--- src/design/mxefs_pkg.sv ---
package mxefs_pkg;

  localparam int DATA_WIDTH  = 32;
  localparam int FRAC_BITS   = 16;
  localparam int MAX_WIDTH   = 1024;
  localparam int MAX_HEIGHT  = 1024;
  localparam int MIN_DIM     = 3;
  localparam int DIM_W       = 11;
  localparam int COL_W       = $clog2(MAX_WIDTH);
  localparam int ROW_W       = $clog2(MAX_HEIGHT);
  localparam int DIFF_W      = DATA_WIDTH + 1;
  localparam int PROD_W      = 2 * DATA_WIDTH;
  localparam int BPROD_W     = DATA_WIDTH + DIFF_W;
  localparam int SUM_W       = BPROD_W - FRAC_BITS + 2;
  localparam int QUEUE_DEPTH = 4;
  localparam int QPTR_W      = $clog2(QUEUE_DEPTH);
  localparam int QLVL_W      = $clog2(QUEUE_DEPTH + 1);
  localparam int NUM_REGS    = 5;
  localparam int REG_IDX_W   = $clog2(NUM_REGS);
  localparam int PADDR_W     = REG_IDX_W + 2;
  localparam int APB_DATA_W  = 32;

  typedef enum logic [REG_IDX_W-1:0] {
    REG_GRID_WIDTH   = REG_IDX_W'(0),
    REG_GRID_HEIGHT  = REG_IDX_W'(1),
    REG_COEF_CURL_X  = REG_IDX_W'(2),
    REG_COEF_CURL_Y  = REG_IDX_W'(3),
    REG_COEF_CURRENT = REG_IDX_W'(4)
  } reg_idx_t;

  typedef logic signed [DATA_WIDTH-1:0] sample_t;

  typedef struct packed {
    sample_t bz_in;
    sample_t ex_in;
    sample_t ey_in;
    sample_t jx_in;
    sample_t jy_in;
  } in_item_t;

  typedef struct packed {
    sample_t            ex_out;
    sample_t            ey_out;
    logic [ROW_W-1:0]   out_row;
    logic [COL_W-1:0]   out_col;
    logic               saturated;
    logic               frame_last;
  } out_item_t;

  typedef struct packed {
    logic [DIM_W-1:0] grid_width;
    logic [DIM_W-1:0] grid_height;
    sample_t          coef_curl_x;
    sample_t          coef_curl_y;
    sample_t          coef_current;
  } cfg_t;

  typedef struct packed {
    sample_t ex;
    sample_t ey;
    sample_t jx;
    sample_t jy;
  } line_t;

  // One classified point handed from the front end to the arithmetic.
  typedef struct packed {
    logic signed [DIFF_W-1:0] bz_dy;
    logic signed [DIFF_W-1:0] bz_dx;
    line_t                    fld;
    logic [ROW_W-1:0]         row;
    logic [COL_W-1:0]         col;
    logic                     border;
    logic                     two;
    logic                     last;
  } work_t;

endpackage

--- src/design/mxefs_queue.sv ---
module mxefs_queue (
  input  logic                           clk,
  input  logic                           rst_n,
  input  logic                           push,
  input  mxefs_pkg::work_t               push_data,
  input  logic                           pop,
  output logic                           pop_valid,
  output mxefs_pkg::work_t               pop_data,
  output logic [mxefs_pkg::QLVL_W-1:0]   level
);

  mxefs_pkg::work_t                   mem_r [mxefs_pkg::QUEUE_DEPTH];
  logic [mxefs_pkg::QPTR_W-1:0]       wr_ptr_r, wr_ptr_nxt;
  logic [mxefs_pkg::QPTR_W-1:0]       rd_ptr_r, rd_ptr_nxt;
  logic [mxefs_pkg::QLVL_W-1:0]       level_r, level_nxt;

  always_comb begin
    wr_ptr_nxt = wr_ptr_r;
    rd_ptr_nxt = rd_ptr_r;
    level_nxt  = level_r;
    if (push) begin
      wr_ptr_nxt = (wr_ptr_r == mxefs_pkg::QPTR_W'(mxefs_pkg::QUEUE_DEPTH - 1)) ?
                   '0 : wr_ptr_r + mxefs_pkg::QPTR_W'(1);
    end
    if (pop) begin
      rd_ptr_nxt = (rd_ptr_r == mxefs_pkg::QPTR_W'(mxefs_pkg::QUEUE_DEPTH - 1)) ?
                   '0 : rd_ptr_r + mxefs_pkg::QPTR_W'(1);
    end
    if (push && !pop) begin
      level_nxt = level_r + mxefs_pkg::QLVL_W'(1);
    end else if (pop && !push) begin
      level_nxt = level_r - mxefs_pkg::QLVL_W'(1);
    end
  end

  always_ff @(posedge clk) begin
    if (!rst_n) begin
      wr_ptr_r <= '0;
      rd_ptr_r <= '0;
      level_r  <= '0;
    end else begin
      wr_ptr_r <= wr_ptr_nxt;
      rd_ptr_r <= rd_ptr_nxt;
      level_r  <= level_nxt;
    end
  end

  always_ff @(posedge clk) begin
    if (push) begin
      mem_r[wr_ptr_r] <= push_data;
    end
  end

  assign pop_valid = (level_r != '0);
  assign pop_data  = mem_r[rd_ptr_r];
  assign level     = level_r;

  a_no_overflow: assert property (@(posedge clk) disable iff (!rst_n)
    push |-> (level_r < mxefs_pkg::QLVL_W'(mxefs_pkg::QUEUE_DEPTH)))
    else $error("request queue written while full");

endmodule

--- config.mk ---
export PLATFORM = sky130hd
export DESIGN_NAME = mxefs_queue
export DESIGN_NICKNAME = d
export VERILOG_FILES = /design/src/design/mxefs_pkg.sv /design/src/design/mxefs_queue.sv
export SDC_FILE = /design/constraint.sdc
export NUM_CORES = 1
export LEC_CHECK = 0
export ABC_CLOCK_PERIOD_IN_PS = 12500
export BUFFER_PORTS_ARGS = -buffer_cell sky130_fd_sc_hd__clkbuf_2
export CAP_MARGIN = 0
export CORE_AREA = 8 8 252 230
export DETAILED_ROUTE_END_ITERATION = 6
export DIE_AREA = 0 0 260 238
export PLACE_DENSITY = 0.82
export SLEW_MARGIN = 15
export SYNTH_ARGS = -nofsm -noshare
export SYNTH_HDL_FRONTEND = slang
export SYNTH_SLANG_ARGS = --single-unit
--- constraint.sdc ---
create_clock -name clk -period 12.5 [get_ports clk]
set_input_delay 2.5 -clock clk [delete_from_list [all_inputs] [get_ports clk]]
set_output_delay 2.5 -clock clk [all_outputs]
set_load 0.02 [all_outputs]
=== Word level (Yosys, flattened, before mapping) ===
Memory sizes are Yosys's and may differ from the RTL's. A register that Yosys moved wholly into a read port is not among the register bits.
Index checks and enable logic that the tools add are counted.

* Register bits after elaboration: 7
* Bits in latches: 0
* Memory bits (writable): 868
* Memory bits (read-only): 0
* Input bits: 221
* Output and inout bits: 221
* Word-level logic and storage cells: 24
* Memories: 1

{| class="wikitable"
|+ Memories
! name !! words !! bits a word !! read ports !! clocked after memory_dff !! write ports !! RTL line !! RTL
|-
| mem_r || 4 || 217 || 1 || 1 || 1 || mxefs_queue.sv:12 || <nowiki>mxefs_pkg::work_t mem_r [mxefs_pkg::QUEUE_DEPTH];</nowiki>
|}

* $add $sub $neg: 4
* Multipliers: 0
* Div/mod/pow operators: 0
* Magnitude comparators: 0
* Equal/unequal tests: 2
* Shift operators: 0
* Multiplexer cells: 8
* Bitwise operators: 0
* Reductions and logical operators: 6

{| class="wikitable"
|+ Operator list
! operator !! count
|-
| 2-bit 2-to-1 mux || 4
|-
| 3-bit 2-to-1 mux || 2
|-
| 2-bit by 1-bit adder with 2-bit output, second input constant || 2
|-
| 2-bit == test, second input constant || 2
|-
| 3-bit by 1-bit adder with 3-bit output, second input constant || 1
|-
| 3-bit nonzero test || 1
|-
| 3-bit by 1-bit subtractor with 3-bit output, second input constant || 1
|-
| 1-bit logical AND || 2
|-
| 1-bit logical NOT || 2
|-
| 1-bit 2-to-1 mux || 2
|-
| 2-bit nonzero test || 1
|}

=== Logic depth before layout (Yosys ltp) ===
* Depth after elaboration: 4
* Gate-level depth with buffers: 7
* Depth with buffers taken out: 7

=== Worst setup path after synthesis ===
No wires, ideal clock.

* Kind: input to register
* Start: input port push
* End: memory mem_r[0][0] in the netlist's numbering, enable pin
* Setup time: 0.604 ns
* Data arrival time: 7.417 ns
* Data required time: 11.896 ns
* Slack: 4.480 ns
* Stages on the path: 1
* Buffers on the path: 0
* Cell sequence: and2_1

* Longest elaborated chain between the ends: 2

{| class="wikitable"
|+ Ends and longest elaborated chain
! what !! RTL line !! RTL
|-
| from (decl) || mxefs_queue.sv:4 || <nowiki>input logic push,</nowiki>
|-
| 1-bit 2-to-1 mux || mxefs_queue.sv:49 || <nowiki>if (push) begin</nowiki>
|-
| 1-bit 2-to-1 mux (implied by the code) || mxefs_queue.sv:50 || <nowiki>mem_r[wr_ptr_r] <= push_data;</nowiki>
|-
| to (decl) || mxefs_queue.sv:12 ||
|}

No other way between the ends.

==> reports/results.ini <==
[synthesis]
yosysSeqAreaShare_pct = 82.7
synthTopCellsByCount = edfxtp_1, mux4_2, buf_2
synth_top_area_share_pct = 82.1
synth_ff_type = edfxtp_1
yosys_warnings = 0
yosysMostFrequentCell = edfxtp_1
yosysTopAreaCell = edfxtp_1
syn-cell-area_um2 = 31700
ys_top_cells_by_area = edfxtp_1, mux4_2, dfxtp_1, buf_6, buf_2
syn_inst = 1176
synth.avg_cell_area_um2 = 27.0
synth-edff-count = 868
synth-seq-cells = 877
synth_fp_nets = 1404
synth_cell_type_count = 20
postSynth.asyncResetShare_pct = 0

[global_routing]
antenna_found_initial = 13
grt_max_degree = 109
grt_pass1_vias = 15572
grt_util_all_layers_pct = 21.9
grt_pass1_wl_mm = 100
grt_overflow = 0

[floorplan]
start_util_pct = 59.2
die_x_um = 260
die_area_um2 = 61900
io_pins = 442
rows = 81
die_h_um = 238
core_area_um2 = 53600

[critical_path]
r2r_slack_ns = 9.20
startpoint_type = flip-flop
arrival_ns = 3.75
critPathRequiredTime_ns = 10.00
rr_worst_depth = 5
crit_type = reg -> out
worstReg2RegEnd = mem_r[0][135]$_DFFE_PP_
r2r_start = wr_ptr_r[0]$_SDFFE_PN0P_
worst-path-max-fanout = 40
cp-end-kind = output port

[pwr]
p_seq_share_pct = 53.3
clock_power_share_pct = 37.2
powerDensity_nw_per_um2 = 172
p_int_uw = 4960
vdd_ir_drop_max_uv = 204
sw_frac_of_total_pct = 22.7
p_switching_uw = 1450
p_leak_uw = 0.0126
p_comb_share_pct = 9.5
power_uw = 6410

[clock_network]
insertion_delay_ns = 0.62
cts_setup_buffers = 0
cts_max_path_buffers = 3
cts_hold_buf = 0
post_cts_resized = 0
cts_buffers = 83
cts-root-buf = clkbuf_16
cts_sinks = 877
clk_pin_slew_ns = 0.06
cts_tree = yes
htreeDepth = 3

[placed_design]
place_ws_ns = 6.72
gp_congestion = 0.770
place_hpwl_mm = 40.1
io_buffers = 441

[timing]
worstMarginPinSlew_ns = 1.17
setup_viol = 0
timing.final.crit_period_ns = 6.25
drv_slew = 0
clock_skew_ns = 0.0216
fmax_ghz = 0.160
finalCritPeriodShare_pct = 50.0
hold_viol_final = 0
setup_ws_ns = 6.25
setup_tns_ns = 0
max-slew-margin-rel_pct = 21.9
rsz0062_at_grt = no

[route]
via_count = 14496
ant_nets = 0
wl_per_cell_um = 27.9
viasPerCell = 5.91
totalWireLength_mm = 68.5
dr.pass1.iters = 5
drtIter0Drc = 1383
drc = 0

[worst_hold_path]
min_path_cells = 2
hold_path_end = wr_ptr_r[1]$_SDFFE_PN0P_
hp-class = reg -> reg
worstHoldStart = wr_ptr_r[1]$_SDFFE_PN0P_

[layout]
nFillCells = 3032
drive_gt1_share_pct = 46.0
fin_nets = 1900
area_growth_pct = 17.5

[flow_run]
maxCapViolCount = 0

[run_status]
status = finished clean

## placed cells by master, fill, tap and decap left out, drive strengths merged, types with 2 or more instances in the layout
master	synthesis	layout
clkinv	0	34
inv	4	6
nor2b	5	5
ha	6	6
mux4	217	217
or3	2	2
bufinv	0	5
and2	5	5
clkbuf	0	546
mux2i	4	4
edfxtp	868	868
clkinvlp	0	5
diode	0	11
dfxtp	9	9
buf	48	18
## power groups by stage
stage               clock network [uW]  logic [uW]  registers (uW)
global placement                     0         602            3470
floorplan                            0         384            3480
global route                      2530         648            3430
detailed placement                   0         613            3480
CTS                               2430         623            3420
finish                            2380         612            3420
## metrics by stage
step	instance area, um^2	util (%)	hold slack [ns]	cells
after floorplan	31700	-	0.512	1176
after detailed placement	34700	64.6	0.551	2292
after global routing	37300	69.5	0.597	2446
after CTS	37200	69.5	0.573	2443
final	37300	69.5	0.568	2454
after global placement	34700	64.6	0.510	2292
## layout make-up
class,count,area (um^2),area share (%)
Antenna cell,11,27.5,0.0738
Clock buffer,105,2200,5.90
Clock inverter,46,390,1.05
Inverter,4,15.0,0.0403
Multi-Input combinational cell,247,5150,13.8
Sequential cell,877,26300,70.4
Tap cell,705,882,2.37
Timing Repair Buffer,459,2350,6.32
## cells by family after synthesis
family	Yosys count	share of synthesized area, %
mux	221	15.5
compound gates	3	0.0631
simple gates	14	0.264
buf+inv	52	1.09
xor+xnor	2	0.0552
fa+ha+maj	7	0.300
flops	877	82.7
## flip-flops by register name, summed over array words and instances, names as in the netlist, named ones only
signal    flops
level         3
rd_ptr_r      2
wr_ptr_r      2
mem_r       868
## how the worst max path moves through the flow
stage	startpoint	end	slack [ns]
after floorplan	push	mem_r[0][0]$_DFFE_PP_	4.48
after global placement	flip-flop	pop_data[87]	6.76
after detailed placement	flip-flop	pop_data[147]	6.72
after CTS	flip-flop	pop_data[87]	6.07
after global routing	flip-flop	pop_data[87]	5.89
final	flip-flop	pop_data[87]	6.25
## layer usage
layer	share of wire [%]	routed length (um)	global-route usage [%]	up-vias
met4	1.9	1290	5.64	12
li1	-	-	-	6138
met1	36	24900	27.3	7586
met2	52	35400	36.7	661
met3	10	6860	7.61	99
met5	0.12	82	0	-
## critical path: stages, from the launching register on
cell,delay [ns]
dfxtp_4,0.82
buf_4,0.68
buf_4,0.74
mux4_2,0.63
clkbuf_2,0.18
No activity file was read; power rests on OpenSTA's default activity.
